<file path="src/hw/rtl/sdorq_pkg.sv">
package sdorq_pkg;

  localparam int unsigned SectorW           = 48;
  localparam int unsigned TagW              = 8;
  localparam int unsigned FillW             = 5;
  localparam int unsigned DefaultQueueDepth = 16;

  // item kinds
  localparam logic KindAdd      = 1'b0;
  localparam logic KindDispatch = 1'b1;

  typedef enum logic [1:0] {
    StAdded      = 2'd0,
    StDropped    = 2'd1,
    StDispatched = 2'd2,
    StEmpty      = 2'd3
  } status_e;

  // controller to datapath
  typedef struct packed {
    logic    load;     // capture the request fields, arm the walk
    logic    walk;     // advance the compare walk
    logic    up_init;  // arm a tail-to-slot shift that opens a hole
    logic    dn_init;  // arm a front pop shift
    logic    move;     // advance the armed shift
    logic    finish;   // update the count and present the result
    status_e code;
  } cmd_t;

  // datapath to controller
  typedef struct packed {
    logic empty;
    logic full;
    logic walk_hit;
    logic walk_end;
    logic move_done;
  } stat_t;

endpackage

</file>
<file path="src/hw/rtl/sdorq_ctrl.sv">
module sdorq_ctrl (
  input  logic             clk_i,
  input  logic             rst_ni,
  input  logic             start,
  input  logic             kind_i,
  output logic             busy,
  input  sdorq_pkg::stat_t stat_i,
  output sdorq_pkg::cmd_t  cmd_o
);

  typedef enum logic [3:0] {
    Idle,
    Walk,
    ShInit,
    Shift,
    Insert,
    DnInit,
    DnMove,
    DnFin,
    Drop,
    Empty
  } state_e;

  state_e state_q, state_d;
  logic   busy_q;

  always_comb begin
    state_d = state_q;
    unique case (state_q)
      Idle: begin
        if (start) begin
          if (kind_i == sdorq_pkg::KindDispatch) begin
            state_d = stat_i.empty ? Empty : DnInit;
          end else if (stat_i.full) begin
            state_d = Drop;
          end else begin
            state_d = stat_i.empty ? Insert : Walk;
          end
        end
      end
      Walk: begin
        priority if (stat_i.walk_hit) begin
          state_d = ShInit;
        end else if (stat_i.walk_end) begin
          state_d = Insert;
        end
      end
      ShInit: state_d = Shift;
      Shift: begin
        if (stat_i.move_done) begin
          state_d = Insert;
        end
      end
      DnInit: state_d = DnMove;
      DnMove: begin
        if (stat_i.move_done) begin
          state_d = DnFin;
        end
      end
      Insert, DnFin, Drop, Empty: state_d = Idle;
      default: state_d = Idle;
    endcase
  end

  always_ff @(posedge clk_i or negedge rst_ni) begin
    if (!rst_ni) begin
      state_q <= Idle;
      busy_q  <= 1'b0;
    end else begin
      state_q <= state_d;
      busy_q  <= (state_d != Idle);
    end
  end

  assign busy = busy_q;

  always_comb begin
    cmd_o         = '0;
    cmd_o.code    = sdorq_pkg::StAdded;
    cmd_o.load    = (state_q == Idle) && start;
    cmd_o.walk    = (state_q == Walk);
    cmd_o.up_init = (state_q == ShInit);
    cmd_o.dn_init = (state_q == DnInit);
    cmd_o.move    = (state_q == Shift) || (state_q == DnMove);
    unique case (state_q)
      Insert: begin
        cmd_o.finish = 1'b1;
        cmd_o.code   = sdorq_pkg::StAdded;
      end
      DnFin: begin
        cmd_o.finish = 1'b1;
        cmd_o.code   = sdorq_pkg::StDispatched;
      end
      Drop: begin
        cmd_o.finish = 1'b1;
        cmd_o.code   = sdorq_pkg::StDropped;
      end
      Empty: begin
        cmd_o.finish = 1'b1;
        cmd_o.code   = sdorq_pkg::StEmpty;
      end
      default: cmd_o.finish = 1'b0;
    endcase
  end

endmodule

</file>
<file path="src/hw/rtl/sdorq_dpath.sv">
module sdorq_dpath #(
  parameter int unsigned QueueDepth = sdorq_pkg::DefaultQueueDepth
) (
  input  logic                           clk_i,
  input  logic                           rst_ni,
  input  sdorq_pkg::cmd_t                cmd_i,
  output sdorq_pkg::stat_t               stat_o,
  input  logic [sdorq_pkg::SectorW-1:0]  req_sector_i,
  input  logic [sdorq_pkg::TagW-1:0]     req_tag_i,
  input  logic [sdorq_pkg::SectorW-1:0]  head_sector_i,
  output logic                           valid_o,
  output logic [1:0]                     status_o,
  output logic [sdorq_pkg::SectorW-1:0]  out_sector_o,
  output logic [sdorq_pkg::TagW-1:0]     out_tag_o,
  output logic [sdorq_pkg::FillW-1:0]    fill_o
);

  localparam int unsigned SW = sdorq_pkg::SectorW;
  localparam int unsigned TW = sdorq_pkg::TagW;
  localparam int unsigned FW = sdorq_pkg::FillW;
  localparam int unsigned EW = SW + TW;
  localparam int unsigned AW = $clog2(QueueDepth);
  localparam int unsigned CW = $clog2(QueueDepth + 1);

  function automatic logic [SW-1:0] abs_diff(logic [SW-1:0] a, logic [SW-1:0] b);
    return (a >= b) ? (a - b) : (b - a);
  endfunction

  // entry storage: sector in the upper bits, tag in the lower bits
  logic [EW-1:0] mem_q [QueueDepth];
  logic [EW-1:0] rdata_q;
  logic          mem_we;
  logic [AW-1:0] mem_wadr;
  logic [EW-1:0] mem_wdata;

  logic [CW-1:0] cnt_q, cnt_d, pos_q, mv_q;
  logic [AW-1:0] rd_q, wadr_q, i1_q, i2_q;
  logic          v1_q, v2_q, last2_q, wpend_q, cap_q, dir_up_q;
  logic [SW-1:0] sec_q, ref_q, dn_q, de_q, cap_sec_q;
  logic [TW-1:0] tag_q, cap_tag_q;
  logic          rd_live, closer, do_insert;
  logic [CW+FW-1:0] fill_ext;

  assign rd_live   = (CW'(rd_q) < cnt_q);
  assign closer    = (dn_q < de_q);
  assign do_insert = cmd_i.finish && (cmd_i.code == sdorq_pkg::StAdded);

  assign stat_o.empty     = (cnt_q == '0);
  assign stat_o.full      = (cnt_q == CW'(QueueDepth));
  assign stat_o.walk_hit  = v2_q && closer;
  assign stat_o.walk_end  = v2_q && !closer && last2_q;
  assign stat_o.move_done = (mv_q == '0) && !wpend_q;

  assign mem_we    = wpend_q || do_insert;
  assign mem_wadr  = wpend_q ? wadr_q : AW'(pos_q);
  assign mem_wdata = wpend_q ? rdata_q : {sec_q, tag_q};

  always_ff @(posedge clk_i) begin
    if (mem_we) begin
      mem_q[mem_wadr] <= mem_wdata;
    end
    rdata_q <= mem_q[rd_q];
  end

  always_comb begin
    unique case (cmd_i.code)
      sdorq_pkg::StAdded:      cnt_d = cnt_q + CW'(1);
      sdorq_pkg::StDispatched: cnt_d = cnt_q - CW'(1);
      default:                 cnt_d = cnt_q;
    endcase
  end

  assign fill_ext = {{FW{1'b0}}, cnt_d};

  always_ff @(posedge clk_i or negedge rst_ni) begin
    if (!rst_ni) begin
      cnt_q   <= '0;
      mv_q    <= '0;
      v1_q    <= 1'b0;
      v2_q    <= 1'b0;
      wpend_q <= 1'b0;
      cap_q   <= 1'b0;
      valid_o <= 1'b0;
    end else begin
      if (cmd_i.load) begin
        v1_q <= 1'b0;
        v2_q <= 1'b0;
      end
      if (cmd_i.walk) begin
        v1_q <= rd_live;
        v2_q <= v1_q;
      end
      if (cmd_i.up_init) begin
        mv_q    <= cnt_q - pos_q;
        wpend_q <= 1'b0;
        cap_q   <= 1'b0;
      end
      if (cmd_i.dn_init) begin
        mv_q    <= cnt_q;
        wpend_q <= 1'b0;
        cap_q   <= 1'b0;
      end
      if (cmd_i.move) begin
        if (mv_q != '0) begin
          mv_q    <= mv_q - CW'(1);
          // the front entry on a pop is reported, not moved
          wpend_q <= dir_up_q || (rd_q != '0);
          cap_q   <= !dir_up_q && (rd_q == '0);
        end else begin
          wpend_q <= 1'b0;
          cap_q   <= 1'b0;
        end
      end
      if (cmd_i.finish) begin
        cnt_q <= cnt_d;
      end
      valid_o <= cmd_i.finish;
    end
  end

  always_ff @(posedge clk_i) begin
    if (cmd_i.load) begin
      sec_q <= req_sector_i;
      tag_q <= req_tag_i;
      ref_q <= head_sector_i;
      rd_q  <= '0;
      pos_q <= cnt_q;
    end
    if (cmd_i.walk) begin
      if (rd_live) begin
        i1_q <= rd_q;
        rd_q <= rd_q + AW'(1);
      end
      if (v1_q) begin
        dn_q    <= abs_diff(sec_q, ref_q);
        de_q    <= abs_diff(rdata_q[EW-1:TW], ref_q);
        ref_q   <= rdata_q[EW-1:TW];
        i2_q    <= i1_q;
        last2_q <= (CW'(i1_q) == (cnt_q - CW'(1)));
      end
      if (v2_q && closer) begin
        pos_q <= CW'(i2_q);
      end
    end
    if (cmd_i.up_init) begin
      rd_q     <= AW'(cnt_q - CW'(1));
      dir_up_q <= 1'b1;
    end
    if (cmd_i.dn_init) begin
      rd_q     <= '0;
      dir_up_q <= 1'b0;
    end
    if (cmd_i.move && (mv_q != '0)) begin
      rd_q   <= dir_up_q ? (rd_q - AW'(1)) : (rd_q + AW'(1));
      wadr_q <= dir_up_q ? (rd_q + AW'(1)) : (rd_q - AW'(1));
    end
    if (cap_q) begin
      cap_sec_q <= rdata_q[EW-1:TW];
      cap_tag_q <= rdata_q[TW-1:0];
    end
    if (cmd_i.finish) begin
      status_o <= cmd_i.code;
      fill_o   <= fill_ext[FW-1:0];
      if (cmd_i.code == sdorq_pkg::StDispatched) begin
        out_sector_o <= cap_sec_q;
        out_tag_o    <= cap_tag_q;
      end else begin
        out_sector_o <= '0;
        out_tag_o    <= '0;
      end
    end
  end

endmodule

</file>
<file path="src/hw/rtl/seek_distance_ordered_request_queue_top.sv">
// Channel   Ports                                                      Transfer when
// -------   --------------------------------------------------------   -----------------
// request   start, kind_i, req_sector_i, req_tag_i, head_sector_i      start && !busy
// result    valid_o, status_o, out_sector_o, out_tag_o, fill_o         valid_o, one cycle
//
// One request is in flight at a time; busy holds from the accepting edge until the strobe.
// An add walks the queue comparing seek distances, opens a slot by shifting the tail up when
// it lands before the last entry, writes the entry and presents the result; a dispatch pops
// the front entry by shifting the rest down. A dropped add, an empty dispatch or an add to an
// empty queue answers without a walk or shift. The entry memory has a single read and write
// port. Reset clears count and control state only; no stalls.
module seek_distance_ordered_request_queue_top #(
  parameter int unsigned QueueDepth = sdorq_pkg::DefaultQueueDepth
) (
  input  logic                          clk_i,
  input  logic                          rst_ni,
  // request transfer
  input  logic                          start,
  output logic                          busy,
  input  logic                          kind_i,
  input  logic [sdorq_pkg::SectorW-1:0] req_sector_i,
  input  logic [sdorq_pkg::TagW-1:0]    req_tag_i,
  input  logic [sdorq_pkg::SectorW-1:0] head_sector_i,
  // result transfer
  output logic                          valid_o,
  output logic [1:0]                    status_o,
  output logic [sdorq_pkg::SectorW-1:0] out_sector_o,
  output logic [sdorq_pkg::TagW-1:0]    out_tag_o,
  output logic [sdorq_pkg::FillW-1:0]   fill_o
);

  sdorq_pkg::cmd_t  cmd;
  sdorq_pkg::stat_t stat;

  // sequence the walk, the shift and the result
  sdorq_ctrl u_ctrl (
    .clk_i  (clk_i),
    .rst_ni (rst_ni),
    .start  (start),
    .kind_i (kind_i),
    .busy   (busy),
    .stat_i (stat),
    .cmd_o  (cmd)
  );

  // hold the queue, compare seek distances, move entries
  sdorq_dpath #(
    .QueueDepth (QueueDepth)
  ) u_dpath (
    .clk_i         (clk_i),
    .rst_ni        (rst_ni),
    .cmd_i         (cmd),
    .stat_o        (stat),
    .req_sector_i  (req_sector_i),
    .req_tag_i     (req_tag_i),
    .head_sector_i (head_sector_i),
    .valid_o       (valid_o),
    .status_o      (status_o),
    .out_sector_o  (out_sector_o),
    .out_tag_o     (out_tag_o),
    .fill_o        (fill_o)
  );

endmodule
</file>
<file path="config.mk">
export PLATFORM = sky130hd
export DESIGN_NAME = seek_distance_ordered_request_queue_top
export DESIGN_NICKNAME = d
export VERILOG_FILES = /design/src/hw/rtl/sdorq_pkg.sv /design/src/hw/rtl/sdorq_ctrl.sv /design/src/hw/rtl/sdorq_dpath.sv /design/src/hw/rtl/seek_distance_ordered_request_queue_top.sv
export SDC_FILE = /design/constraint.sdc
export NUM_CORES = 2
export LEC_CHECK = 0
export BUFFER_PORTS_ARGS = -buffer_cell sky130_fd_sc_hd__buf_2
export CAP_MARGIN = 20
export CORE_ASPECT_RATIO = 1.25
export CORE_MARGIN = 3
export CORE_UTILIZATION = 55
export DETAILED_ROUTE_END_ITERATION = 10
export PLACE_DENSITY = 0.77
export SYNTH_ARGS = -nofsm -noshare
export SYNTH_HDL_FRONTEND = slang
export SYNTH_SLANG_ARGS = --single-unit
</file>
<file path="constraint.sdc">
create_clock -name clk_i -period 6.5 [get_ports clk_i]
set_clock_uncertainty 0.05 [all_clocks]
set_input_delay 0.65 -clock clk_i [delete_from_list [all_inputs] [get_ports clk_i]]
set_output_delay 0.65 -clock clk_i [all_outputs]
set_load 0.005 [all_outputs]
</file>
==> flow_summary.toml <==
[cells_and_area]
fin_area_um2 = 67240
layout_common_cells = "edfxtp_1, mux4_2, a21oi_1, inv_1, ha_1"
layout_commonest_cell = "edfxtp_1"
final_nets = 4661
syn_to_final_growth_pct = 11.19
drive_above_1_share = 0.1847
fillers = 7768
layoutNonFillerInstCount = 5841
post-route-util = 0.6181

[clock_network]
cts_root_buffer = "clkbuf_16"
cts.repair.resized = 0
cts_tree = "done"
cts_buffers = 119
cts_hold_buf = 10
clk_path_buf_depth = 3
insertion_delay_ns = 0.76
cts.sinks = 1314
htreeDepth = 3
clkTransAtPathRegs_ns = 0.07
cts_setup_buffers = 0

[worst_setup_path]
cp_data_arrival_time_ns = 6.06
r2r_slack_ns = 0.86
cp_cell_sequence = "inv_1, ha_1, nand4_1, nor4_2, nand4_1, a21oi_1, a211o_1, o211ai_1, a31oi_1, o21ai_0, a21oi_1, xnor2_1"
cp-end-kind = "flip-flop"
timing.rr.end = "u_dpath.dn_q[45]$_DFFE_PP_"
criticalPathCategory = "reg2reg"
crit_path_start_kind = "flip-flop"
ff2ff_path_depth = 12
worstPathMaxFanout = 19
critical_path_required_ns = 6.93
r2r_start = "u_dpath.ref_q[40]$_DFF_P_"
crit_slowest_cell = "nor4_2"
slowest_delay_ns = 0.84

[timing]
finalHoldViolCount = 0
setup_ws_ns = 0.8636
worst_slew_pin_slew_ns = 1.199
fin_crit_sh = 0.8671
rsz0062_at_grt = "no"
timing.hold.ws_ns = 0.03436
fmax_ghz = 0.1774
fin_tns_setup_ns = 0
maxSlewViolCount = 0
period_needed_ns = 5.636
setup_viol = 0
relSlewSlack = 0.2004

[grt]
grt_pass1_vias = 37800
grt_first_pass_wirelength_um = 247800
grt_max_degree = 199
overflow = 0
globalRouteTotalUtil = 0.2974
antenna_found_initial = 8

[floorplanning]
rows = 135
boundaryPins = 173
fp.dieArea_um2 = 114000
dieWidth_um = 302.6
die_h_um = 376.7
core_um2 = 108800
initial_core_util = 0.5559

[worst_hold_path]
hp-class = "in2reg"
min_from = "req_sector_i[45]"
holdPathEnd = "u_dpath.sec_q[45]$_DFFE_PP_"
min_delay_path_depth = 1

[yosys]
syn_nets = 4483
synth_area_um2 = 60470
synthTopCellsByArea = "edfxtp_1, mux4_2, ha_1"
synth_cell_type_count = 89
synth_top_area_cell = "edfxtp_1"
ys_ff_latch = 1314
async_flop_share = 0.01522
yosysSeqAreaShare = 0.6320
yosysWarnings = 0
synth_top_area_frac = 0.5860
synth_flop_cell = "edfxtp_1"
synth_cells = 4119
synth_edf_count = 1180
syn_area_per_cell_um2 = 14.68

[placement]
place_inst = 5601
gp_congestion = 1.008
numPortBuffers = 172
post-place-ws_ns = 1.084
hpwl_um = 105300
placedInstanceArea_um2 = 63060

[power]
leakagePower_nw = 24.09
p_per_area_nw_per_um2 = 583.2
total_power_mw = 39.21
ir_worst_vdd_mv = 0.3980

[status]
status = "complete, no violations"

[detailed_routing]
via_per_inst = 6.438
antenna_left = 0
drt_iter0_drc = 4563
wl_per_cell_um = 28.99
vias = 37610
drc = 0
dr.pass1.iters = 6
wl_um = 169400

[flow_run]
max_cap_violations = 0
## worst max-delay path by stage
stage,from,endpoint,slack (ns),cells after the start
after floorplan,u_ctrl.state_q[1]$_DFF_PN0_,u_dpath.de_q[0]$_DFFE_PP_,1.92,5
after global placement,u_dpath.ref_q[40]$_DFF_P_,u_dpath.dn_q[45]$_DFFE_PP_,1.09,12
after detailed placement,u_dpath.ref_q[40]$_DFF_P_,u_dpath.dn_q[45]$_DFFE_PP_,1.08,12
after CTS,u_dpath.ref_q[40]$_DFF_P_,u_dpath.dn_q[45]$_DFFE_PP_,1.07,12
after global routing,u_dpath.ref_q[40]$_DFF_P_,u_dpath.dn_q[45]$_DFFE_PP_,0.78,12
final,u_dpath.ref_q[40]$_DFF_P_,u_dpath.dn_q[45]$_DFFE_PP_,0.86,12
## synth_stat cells, drive strengths merged, types with 82 or more instances
cell	number
ha	251
edfxtp	1180
nor2	156
mux2i	82
inv	252
dfxtp	114
mux4	280
buf	99
a21o	106
clkbuf	119
nand2	253
a21oi	280
o21ai	246
## sequential cells by signal (all words and copies together), names as in the netlist, 8 cells and up
name,flops
u_dpath.mem_q,896
u_dpath.rdata_q,56
u_dpath.cap_sec_q,48
u_dpath.de_q,48
u_dpath.dn_q,48
u_dpath.out_sector_o,48
u_dpath.ref_q,48
u_dpath.sec_q,48
u_dpath.cap_tag_q,8
u_dpath.out_tag_o,8
u_dpath.tag_q,8
## area by class of cell
cell class	count	area [µm²]	share of cell area
clock buffers	157	3271	0.04864
diodes	2	5.005	0.00007443
clock inverters	68	759.5	0.01129
well taps	1438	1799	0.02676
repair buffers	275	1702	0.02531
inverters	255	963.4	0.01433
multi-input cells	2332	20500	0.3049
flip-flops and latches	1314	38240	0.5687
## power breakdown
| part | switching [mW] | internal, mW |
|---|---|---|
| combinational | 11.2 | 6.77 |
| sequential | 1.39 | 12.6 |
| clock | 3.26 | 3.98 |
## worst max-delay path, delay by kind of cell, from the launching register on
kind,cells,cell delay (ns)
AOI/OAI and AO/OA,6,2.59
xor gates and xnor gates,1,0.08
adders and majority gates,1,0.62
buffers and inverters,1,0.08
DFF,1,0.39
and+or+nand+nor,3,1.58
## cells by family (layout without fill, tap and decap cells)
kind of cell | count (synthesis) | after routing | share of synthesized area
XOR/XNOR | 113 | 113 | 0.01637
multiplexers | 385 | 385 | 0.1222
other | 0 | 2 | 0
adder cells (fa/ha/maj) | 256 | 256 | 0.05359
AND/OR/NAND/NOR | 702 | 702 | 0.05524
AO/OA/AOI/OAI | 876 | 876 | 0.08932
flip-flops | 1314 | 1314 | 0.6320
buffers and inverters | 473 | 755 | 0.03130
## metal layers
| layer | vias up | wire length (µm) | GRT usage |
|---|---|---|---|
| met3 | 411 | 13130 | 0.04063 |
| met2 | 2053 | 83890 | 0.4924 |
| met5 | - | 0 | 0 |
| li1 | 16150 | - | - |
| met1 | 18990 | 64410 | 0.3948 |
| met4 | 0 | 7926 | 0.1332 |
Note: power is estimated with default switching activity, not from simulation.
